$ cat src/rtl/core/ple_pkg.sv
// Shared types, constants and codes for the positional list engine.
package ple_pkg;

    localparam int CAPACITY = 32;
    localparam int DATA_W   = 32;
    localparam int FUNC_W   = 3;
    localparam int POS_W    = 6;
    localparam int LEN_W    = 6;
    localparam int STAT_W   = 2;
    localparam int CNT_W    = $clog2(CAPACITY + 1);
    localparam int IDX_W    = $clog2(CAPACITY);
    localparam int CMP_W    = ((CNT_W > POS_W) ? CNT_W : POS_W) + 1;

    localparam logic [FUNC_W-1:0] FN_INS_FRONT = 3'd0;
    localparam logic [FUNC_W-1:0] FN_INS_BACK  = 3'd1;
    localparam logic [FUNC_W-1:0] FN_INS_POS   = 3'd2;
    localparam logic [FUNC_W-1:0] FN_LIST      = 3'd3;
    localparam logic [FUNC_W-1:0] FN_DEL_FRONT = 3'd4;
    localparam logic [FUNC_W-1:0] FN_DEL_BACK  = 3'd5;
    localparam logic [FUNC_W-1:0] FN_DEL_POS   = 3'd6;

    localparam logic [STAT_W-1:0] ST_OK    = 2'd0;
    localparam logic [STAT_W-1:0] ST_EMPTY = 2'd1;
    localparam logic [STAT_W-1:0] ST_FULL  = 2'd2;
    localparam logic [STAT_W-1:0] ST_RANGE = 2'd3;

    typedef enum logic [1:0] {
        CELL_HOLD,
        CELL_LOAD,
        CELL_FROM_LOW,
        CELL_FROM_HIGH
    } cell_op_t;

    typedef struct packed {
        logic [FUNC_W-1:0]        func;
        logic signed [DATA_W-1:0] value;
        logic [POS_W-1:0]         position;
    } cmd_t;

    typedef struct packed {
        logic signed [DATA_W-1:0] value_res;
        logic [STAT_W-1:0]        status;
        logic                     last;
        logic [LEN_W-1:0]         length;
    } result_t;

endpackage

$ cat src/rtl/core/ple_cell.sv
// One storage cell of the list chain: holds an element, loads or takes a neighbor's.
module ple_cell (
    input  logic                             clk,
    input  ple_pkg::cell_op_t                op,
    input  logic signed [ple_pkg::DATA_W-1:0] load_data,
    input  logic signed [ple_pkg::DATA_W-1:0] low_data,
    input  logic signed [ple_pkg::DATA_W-1:0] high_data,
    output logic signed [ple_pkg::DATA_W-1:0] data
);

    logic signed [ple_pkg::DATA_W-1:0] data_reg;
    logic signed [ple_pkg::DATA_W-1:0] data_next;

    always_comb
    begin
        case (op)
            ple_pkg::CELL_LOAD:      data_next = load_data;
            ple_pkg::CELL_FROM_LOW:  data_next = low_data;
            ple_pkg::CELL_FROM_HIGH: data_next = high_data;
            default:                 data_next = data_reg;
        endcase
    end

    always_ff @(posedge clk)
    begin
        data_reg <= data_next;
    end

    assign data = data_reg;

endmodule

$ cat src/rtl/core/positional_list_engine_core.sv
// Top level: bounded ordered list held in a chain of cells, with command control.
//
// Every transaction other than a list-all of a non-empty list gives a single result:
// the result strobe (done) is high in the cycle right after start is taken, and busy
// stays low, so a new command can follow at once. This covers inserts, deletes, error
// answers and the list-all of an empty list. A list-all on a list of N elements
// rotates the cell chain one place per cycle; busy is high while it rotates. The N
// results follow through the result register, one per cycle. The last one carries
// last = 1 and shows in the cycle after busy falls, when the next command may already
// be taken. Every result is shown for one cycle only and is not held for the receiver.
module positional_list_engine_core (
    input  logic             clk,
    input  logic             rst_n,
    input  logic             start,
    input  ple_pkg::cmd_t    cmd,
    output logic             busy,
    output logic             done,
    output ple_pkg::result_t result
);

    typedef enum logic [1:0] {
        S_IDLE = 2'b01,
        S_LIST = 2'b10
    } state_t;

    state_t                       state_reg, state_next;
    logic [ple_pkg::CNT_W-1:0]    count_reg, count_next;
    logic [ple_pkg::CNT_W-1:0]    rem_reg, rem_next;
    logic                         done_reg, done_next;
    ple_pkg::result_t             result_reg, result_next;

    ple_pkg::cell_op_t                 cell_op   [ple_pkg::CAPACITY];
    logic signed [ple_pkg::DATA_W-1:0] cell_data [ple_pkg::CAPACITY];
    logic signed [ple_pkg::DATA_W-1:0] load_data;

    logic [ple_pkg::CMP_W-1:0] cnt_ext;
    logic [ple_pkg::CMP_W-1:0] pos_ext;
    logic [ple_pkg::CMP_W-1:0] idx;
    logic [ple_pkg::CMP_W-1:0] last_idx;
    logic                      do_ins;
    logic                      do_del;
    logic                      do_rot;
    logic                      full;
    logic                      empty;

    genvar g;
    generate
        for (g = 0; g < ple_pkg::CAPACITY; g++)
        begin : g_cell
            logic signed [ple_pkg::DATA_W-1:0] low_d;
            logic signed [ple_pkg::DATA_W-1:0] high_d;
            if (g == 0)
            begin : g_first
                assign low_d = '0;
            end
            else
            begin : g_mid_low
                assign low_d = cell_data[g-1];
            end
            if (g == ple_pkg::CAPACITY - 1)
            begin : g_end
                assign high_d = '0;
            end
            else
            begin : g_mid_high
                assign high_d = cell_data[g+1];
            end
            ple_cell u_cell (
                .clk       (clk),
                .op        (cell_op[g]),
                .load_data (load_data),
                .low_data  (low_d),
                .high_data (high_d),
                .data      (cell_data[g])
            );
        end
    endgenerate

    assign cnt_ext  = ple_pkg::CMP_W'(count_reg);
    assign pos_ext  = ple_pkg::CMP_W'(cmd.position);
    assign full     = (count_reg == ple_pkg::CNT_W'(ple_pkg::CAPACITY));
    assign empty    = (count_reg == '0);
    assign last_idx = cnt_ext - ple_pkg::CMP_W'(1);

    always_comb
    begin
        state_next  = state_reg;
        count_next  = count_reg;
        rem_next    = rem_reg;
        done_next   = 1'b0;
        result_next = '{value_res: '0, status: ple_pkg::ST_OK, last: 1'b1, length: '0};
        load_data   = cmd.value;
        idx         = '0;
        do_ins      = 1'b0;
        do_del      = 1'b0;
        do_rot      = 1'b0;

        unique case (state_reg)
            S_IDLE:
            begin
                if (start)
                begin
                    done_next = 1'b1;
                    unique case (cmd.func) inside
                        ple_pkg::FN_INS_FRONT, ple_pkg::FN_INS_BACK, ple_pkg::FN_INS_POS:
                        begin
                            if (full)
                            begin
                                result_next.status = ple_pkg::ST_FULL;
                            end
                            else if (cmd.func == ple_pkg::FN_INS_FRONT)
                            begin
                                do_ins = 1'b1;
                            end
                            else if (cmd.func == ple_pkg::FN_INS_BACK)
                            begin
                                idx    = cnt_ext;
                                do_ins = 1'b1;
                            end
                            else if (pos_ext == '0 || pos_ext > cnt_ext + ple_pkg::CMP_W'(1))
                            begin
                                result_next.status = ple_pkg::ST_RANGE;
                            end
                            else
                            begin
                                idx    = pos_ext - ple_pkg::CMP_W'(1);
                                do_ins = 1'b1;
                            end
                        end
                        ple_pkg::FN_LIST:
                        begin
                            if (empty)
                            begin
                                result_next.status = ple_pkg::ST_EMPTY;
                            end
                            else
                            begin
                                done_next  = 1'b0;
                                rem_next   = count_reg;
                                state_next = S_LIST;
                            end
                        end
                        ple_pkg::FN_DEL_FRONT, ple_pkg::FN_DEL_BACK, ple_pkg::FN_DEL_POS:
                        begin
                            if (empty)
                            begin
                                result_next.status = ple_pkg::ST_EMPTY;
                            end
                            else if (cmd.func == ple_pkg::FN_DEL_FRONT)
                            begin
                                do_del = 1'b1;
                            end
                            else if (cmd.func == ple_pkg::FN_DEL_BACK)
                            begin
                                idx    = last_idx;
                                do_del = 1'b1;
                            end
                            else if (pos_ext == '0 || pos_ext > cnt_ext)
                            begin
                                result_next.status = ple_pkg::ST_RANGE;
                            end
                            else
                            begin
                                idx    = pos_ext - ple_pkg::CMP_W'(1);
                                do_del = 1'b1;
                            end
                        end
                        default: ;
                    endcase
                end
            end
            S_LIST:
            begin
                // head goes out, chain rotates so the next element reaches cell 0
                done_next             = 1'b1;
                do_rot                = 1'b1;
                load_data             = cell_data[0];
                result_next.value_res = cell_data[0];
                result_next.last      = (rem_reg == ple_pkg::CNT_W'(1));
                rem_next              = rem_reg - ple_pkg::CNT_W'(1);
                if (rem_reg == ple_pkg::CNT_W'(1))
                begin
                    state_next = S_IDLE;
                end
            end
            default:
            begin
                state_next = S_IDLE;
            end
        endcase

        if (do_ins)
        begin
            count_next = count_reg + ple_pkg::CNT_W'(1);
        end
        if (do_del)
        begin
            count_next            = count_reg - ple_pkg::CNT_W'(1);
            result_next.value_res = cell_data[idx[ple_pkg::IDX_W-1:0]];
        end
        result_next.length = ple_pkg::LEN_W'(count_next);

        for (int i = 0; i < ple_pkg::CAPACITY; i++)
        begin
            cell_op[i] = ple_pkg::CELL_HOLD;
            if (do_ins)
            begin
                if (ple_pkg::CMP_W'(i) == idx)
                    cell_op[i] = ple_pkg::CELL_LOAD;
                else if (ple_pkg::CMP_W'(i) > idx && ple_pkg::CMP_W'(i) <= cnt_ext)
                    cell_op[i] = ple_pkg::CELL_FROM_LOW;
            end
            else if (do_del)
            begin
                if (ple_pkg::CMP_W'(i) >= idx && ple_pkg::CMP_W'(i) < last_idx)
                    cell_op[i] = ple_pkg::CELL_FROM_HIGH;
            end
            else if (do_rot)
            begin
                if (ple_pkg::CMP_W'(i) == last_idx)
                    cell_op[i] = ple_pkg::CELL_LOAD;
                else if (ple_pkg::CMP_W'(i) < last_idx)
                    cell_op[i] = ple_pkg::CELL_FROM_HIGH;
            end
        end
    end

    always_ff @(posedge clk or negedge rst_n)
    begin
        if (!rst_n)
        begin
            state_reg <= S_IDLE;
            count_reg <= '0;
            rem_reg   <= '0;
            done_reg  <= 1'b0;
        end
        else
        begin
            state_reg <= state_next;
            count_reg <= count_next;
            rem_reg   <= rem_next;
            done_reg  <= done_next;
        end
    end

    always_ff @(posedge clk)
    begin
        result_reg <= result_next;
    end

    assign busy   = (state_reg == S_LIST);
    assign done   = done_reg;
    assign result = result_reg;

endmodule

$ cat config.mk
export PLATFORM = sky130hd
export DESIGN_NAME = positional_list_engine_core
export DESIGN_NICKNAME = d
export VERILOG_FILES = /design/src/rtl/core/ple_pkg.sv /design/src/rtl/core/ple_cell.sv /design/src/rtl/core/positional_list_engine_core.sv
export SDC_FILE = /design/constraint.sdc
export NUM_CORES = 2
export LEC_CHECK = 0
export BUFFER_PORTS_ARGS = -buffer_cell sky130_fd_sc_hd__clkbuf_2
export CAP_MARGIN = 20
export CORE_ASPECT_RATIO = 0.6
export CORE_MARGIN = 5
export CORE_UTILIZATION = 32
export CTS_BUF_LIST = sky130_fd_sc_hd__clkbuf_2 sky130_fd_sc_hd__clkbuf_4 sky130_fd_sc_hd__clkbuf_8
export CTS_CLUSTER_DIAMETER = 60
export DETAILED_ROUTE_END_ITERATION = 10
export GPL_ROUTABILITY_DRIVEN = 0
export PLACE_DENSITY = 0.43
export SETUP_SLACK_MARGIN = 0.4
export SLEW_MARGIN = 10
export SYNTH_ARGS = -nofsm -noshare
export SYNTH_HDL_FRONTEND = slang
export SYNTH_SLANG_ARGS = --single-unit
$ cat constraint.sdc
create_clock -name clk -period 11.8 [get_ports clk]
set_clock_uncertainty 0.15 [all_clocks]
set_input_delay 0.59 -clock clk [delete_from_list [all_inputs] [get_ports clk]]
set_output_delay 0.59 -clock clk [all_outputs]
set_load 0.01 [all_outputs]
==> reports/results.tsv <==
stage	metric	value	unit
synth	synth_area_leader_cell	edfxtp_1	
layout	layout_commonest_cell	mux2i_1	
setup_path	r2r-start	count_reg[0]	
detailed_routing	initialDrtViolationCount	9195	
flow_run	max_cap_violations	0	
power	max-vdd-ir-drop	0.3053	mV
layout	finalNetCount	6427	
sta	fin_ws	3.285	ns
layout	finish.utilization	36.21	%
outcome	outcome	finished, final reports clean	
setup_path	worstPathArrival	8.97	ns
layout	fillers	20660	
layout	multi_input_area	0.03292	mm²
clocking	clkTransAtPathRegs	0.06	ns
setup_path	crit_fanout	56	
sta	fmax	0.1174	GHz
floorplan	fp.dieW	599.7	µm
clocking	ctsRootBufferMaster	clkbuf_8	
layout	layout_common_cells	mux2i_1 (1188), edfxtp_1 (1024), nand2_1 (895), nand3_1 (466), o21ai_0 (296)	
placed_design	dp_slack	3.587	ns
detailed_routing	vias_per_cell	6.433	
global_route	overflow	0	
floorplan	rows	129	
synth	synth_warnings	0	
clocking	cts_buffers	188	
placed_design	dpl_cell_area	0.07113	mm²
synth	synth-seq-cells	1080	
synth	ys.flop_type	edfxtp_1	
layout	largest_reg_flops	1024	
setup_path	critical_path_class	reg -> reg	
power	p_per_area	276.2	mW/mm²
setup_path	startpoint	count_reg[0]	
clocking	clkSinkCount	1080	
hold_path	hp-class	in -> async	
sta	fin_crit	8.515	ns
layout	final-instance-count-excl-fill	9253	
global_route	grt_pass1_wl	456.6	mm
layout	drive_gt1_share	12.85	%
global_route	grt_max_degree	143	
sta	hold_viol	0	
clocking	cts_tree	built	
clocking	max-clock-path-buffers	4	
detailed_routing	wl	330.2	mm
global_route	grt_antenna_before_repair	12	
power	power_leakage	29.29	nW
floorplan	io-pin-count	87	
global_route	grt_pass1_vias	55820	
detailed_routing	drc	0	
layout	seqCellArea	0.03195	mm²
synth	synth.yosys.seq_area_share	47.85	%
detailed_routing	post_drt_wl_per_cell	35.68	µm
sta	fin_crit_sh	72.16	%
synth	avgSynthCellArea	10.27	µm²
synth	synth_top_area_share	46.06	%
synth	synth_area_leaders	edfxtp_1 (46%), mux2i_1 (18%), nand2_1 (5.1%)	
sta	slew_headroom	15.18	%
synth	syn_inst	6498	
synth	syn_nets	6566	
synth	synth_cell_type_count	97	
placed_design	numPortBuffers	86	
synth	synth-edff-count	1024	
power	finalPower	20.68	mW
sta	fin_setup_tns	0	ns
sta	holdWs	0.08578	ns
floorplan	start_util	32.29	%
global_route	grt_use_total	29.05	%
layout	synthToLayoutAreaGrowth	12.14	%
detailed_routing	dr.pass1.iters	8	
clocking	clk_latency	0.94	ns
setup_path	cp.required	12.25	ns
detailed_routing	vias	59520	
placed_design	dp.cells	8913	
sta	finalSetupViolCount	0	
setup_path	startpoint_type	register	
layout	finish.instance_area	0.07487	mm²
clocking	cts.htree.levels	4	
floorplan	die-area	0.2182	mm²
detailed_routing	antenna_left	0	
synth	syn_area	0.06676	mm²
sta	worst_pin_slew	1.263	ns
sta	final_max_slew_viol_count	0	
setup_path	worst-r2r-setup-slack	3.28	ns
placed_design	dp_hpwl	211.3	mm
floorplan	die_height	363.8	µm
synth	ys_async_sr_fraction	1.389	%
floorplan	core_area	0.2068	mm²
sta	rsz0062_at_grt	no	
setup_path	critPathCaptureType	register	
-- kinds of logic (layout without fill, tap and decap cells) --
group                      after synthesis  count (layout)  synth area share [%]
buffers and inverters                  807             800                 4.906
and+or+nand+nor                       1834            1834                 12.11
AOI/OAI and AO/OA                     1513            1513                 16.10
xor gates and xnor gates                15              15                0.2080
muxes                                 1225            1225                 18.38
other                                    0              11                     0
adders and majority gates               24              24                0.4498
DFF                                   1080            1080                 47.85
-- layout make-up --
cell class	instances	area share, %
multi-input combinational	4611	43.97
clock buffer	280	4.504
sequential	1080	42.67
inverter	147	0.7370
clock inverter	42	0.3443
timing repair buffer	331	3.135
antenna	11	0.03677
tap	2751	4.598
-- path summary, 6_finish.rpt --
path,endpoint,cells after the start
worst max-delay path,g_cell[2].u_cell.data[5],18
worst max register to register,g_cell[2].u_cell.data[5],18
worst min register to register,state_reg[0],1
worst min-delay path,state_reg[0],2
min in group clk,result[7],4
max in group asynchronous,count_reg[4],3
-- per-layer routing --
| layer | wire [µm] | track usage, % | vias to the layer above |
|---|---|---|---|
| met5 | 89 | 0.2567 | - |
| met4 | 8928 | 7.351 | 4 |
| met3 | 40850 | 8.226 | 592 |
| met2 | 127300 | 38.66 | 4065 |
| met1 | 153000 | 45.22 | 30320 |
| li1 | - | - | 24540 |
-- worst max-delay path, cell delays in order, from the launching register on --
cell     delay [ns]
dfrtp_1        0.85
inv_1          0.32
ha_1           0.81
inv_1          0.15
ha_1           0.33
nand3_1        0.08
o22ai_1        0.30
a21oi_1        0.20
nor3_2         0.22
buf_4          0.47
or3_4          0.80
nand3_2        0.22
or3_1          0.55
nand4_1        0.13
buf_4          0.59
o22a_1         0.21
buf_4          0.57
nand2_1        0.66
buf_4          0.53
-- where the power goes --
group          total (mW)  internal [mW]  switching [mW]
logic                8.76           2.61            6.15
clock network        3.63           1.88            1.76
registers            8.29           6.63            1.65
-- cells in the mapped netlist (16+ instances only) --
cell type and number:
mux2i_1 1220, edfxtp_1 1024, nand2_1 899, nand3_1 466, clkbuf_1 433, o21ai_0 301
nor2_1 224, a21oi_1 207, a22oi_1 198, a211oi_1 146, inv_1 145, buf_2 143
a311oi_1 93, a31oi_1 89, buf_1 70, o221ai_1 68, nor3_1 67, o22ai_1 57
and3_1 55, o211ai_1 54, dfxtp_1 41, a221o_1 36, a221oi_1 35, nor4_1 32
o221ai_2 31, or3_1 25, ha_1 24, o31ai_1 21, o31a_1 18, a32o_1 16
o21ai_1 16
-- timing repair --
item	CTS	global route
gates resized for setup	0	0
buffers inserted	0	0
hold buffers	4	0
hold endpoints to repair	22	0
(Power assumes the default switching activity.)
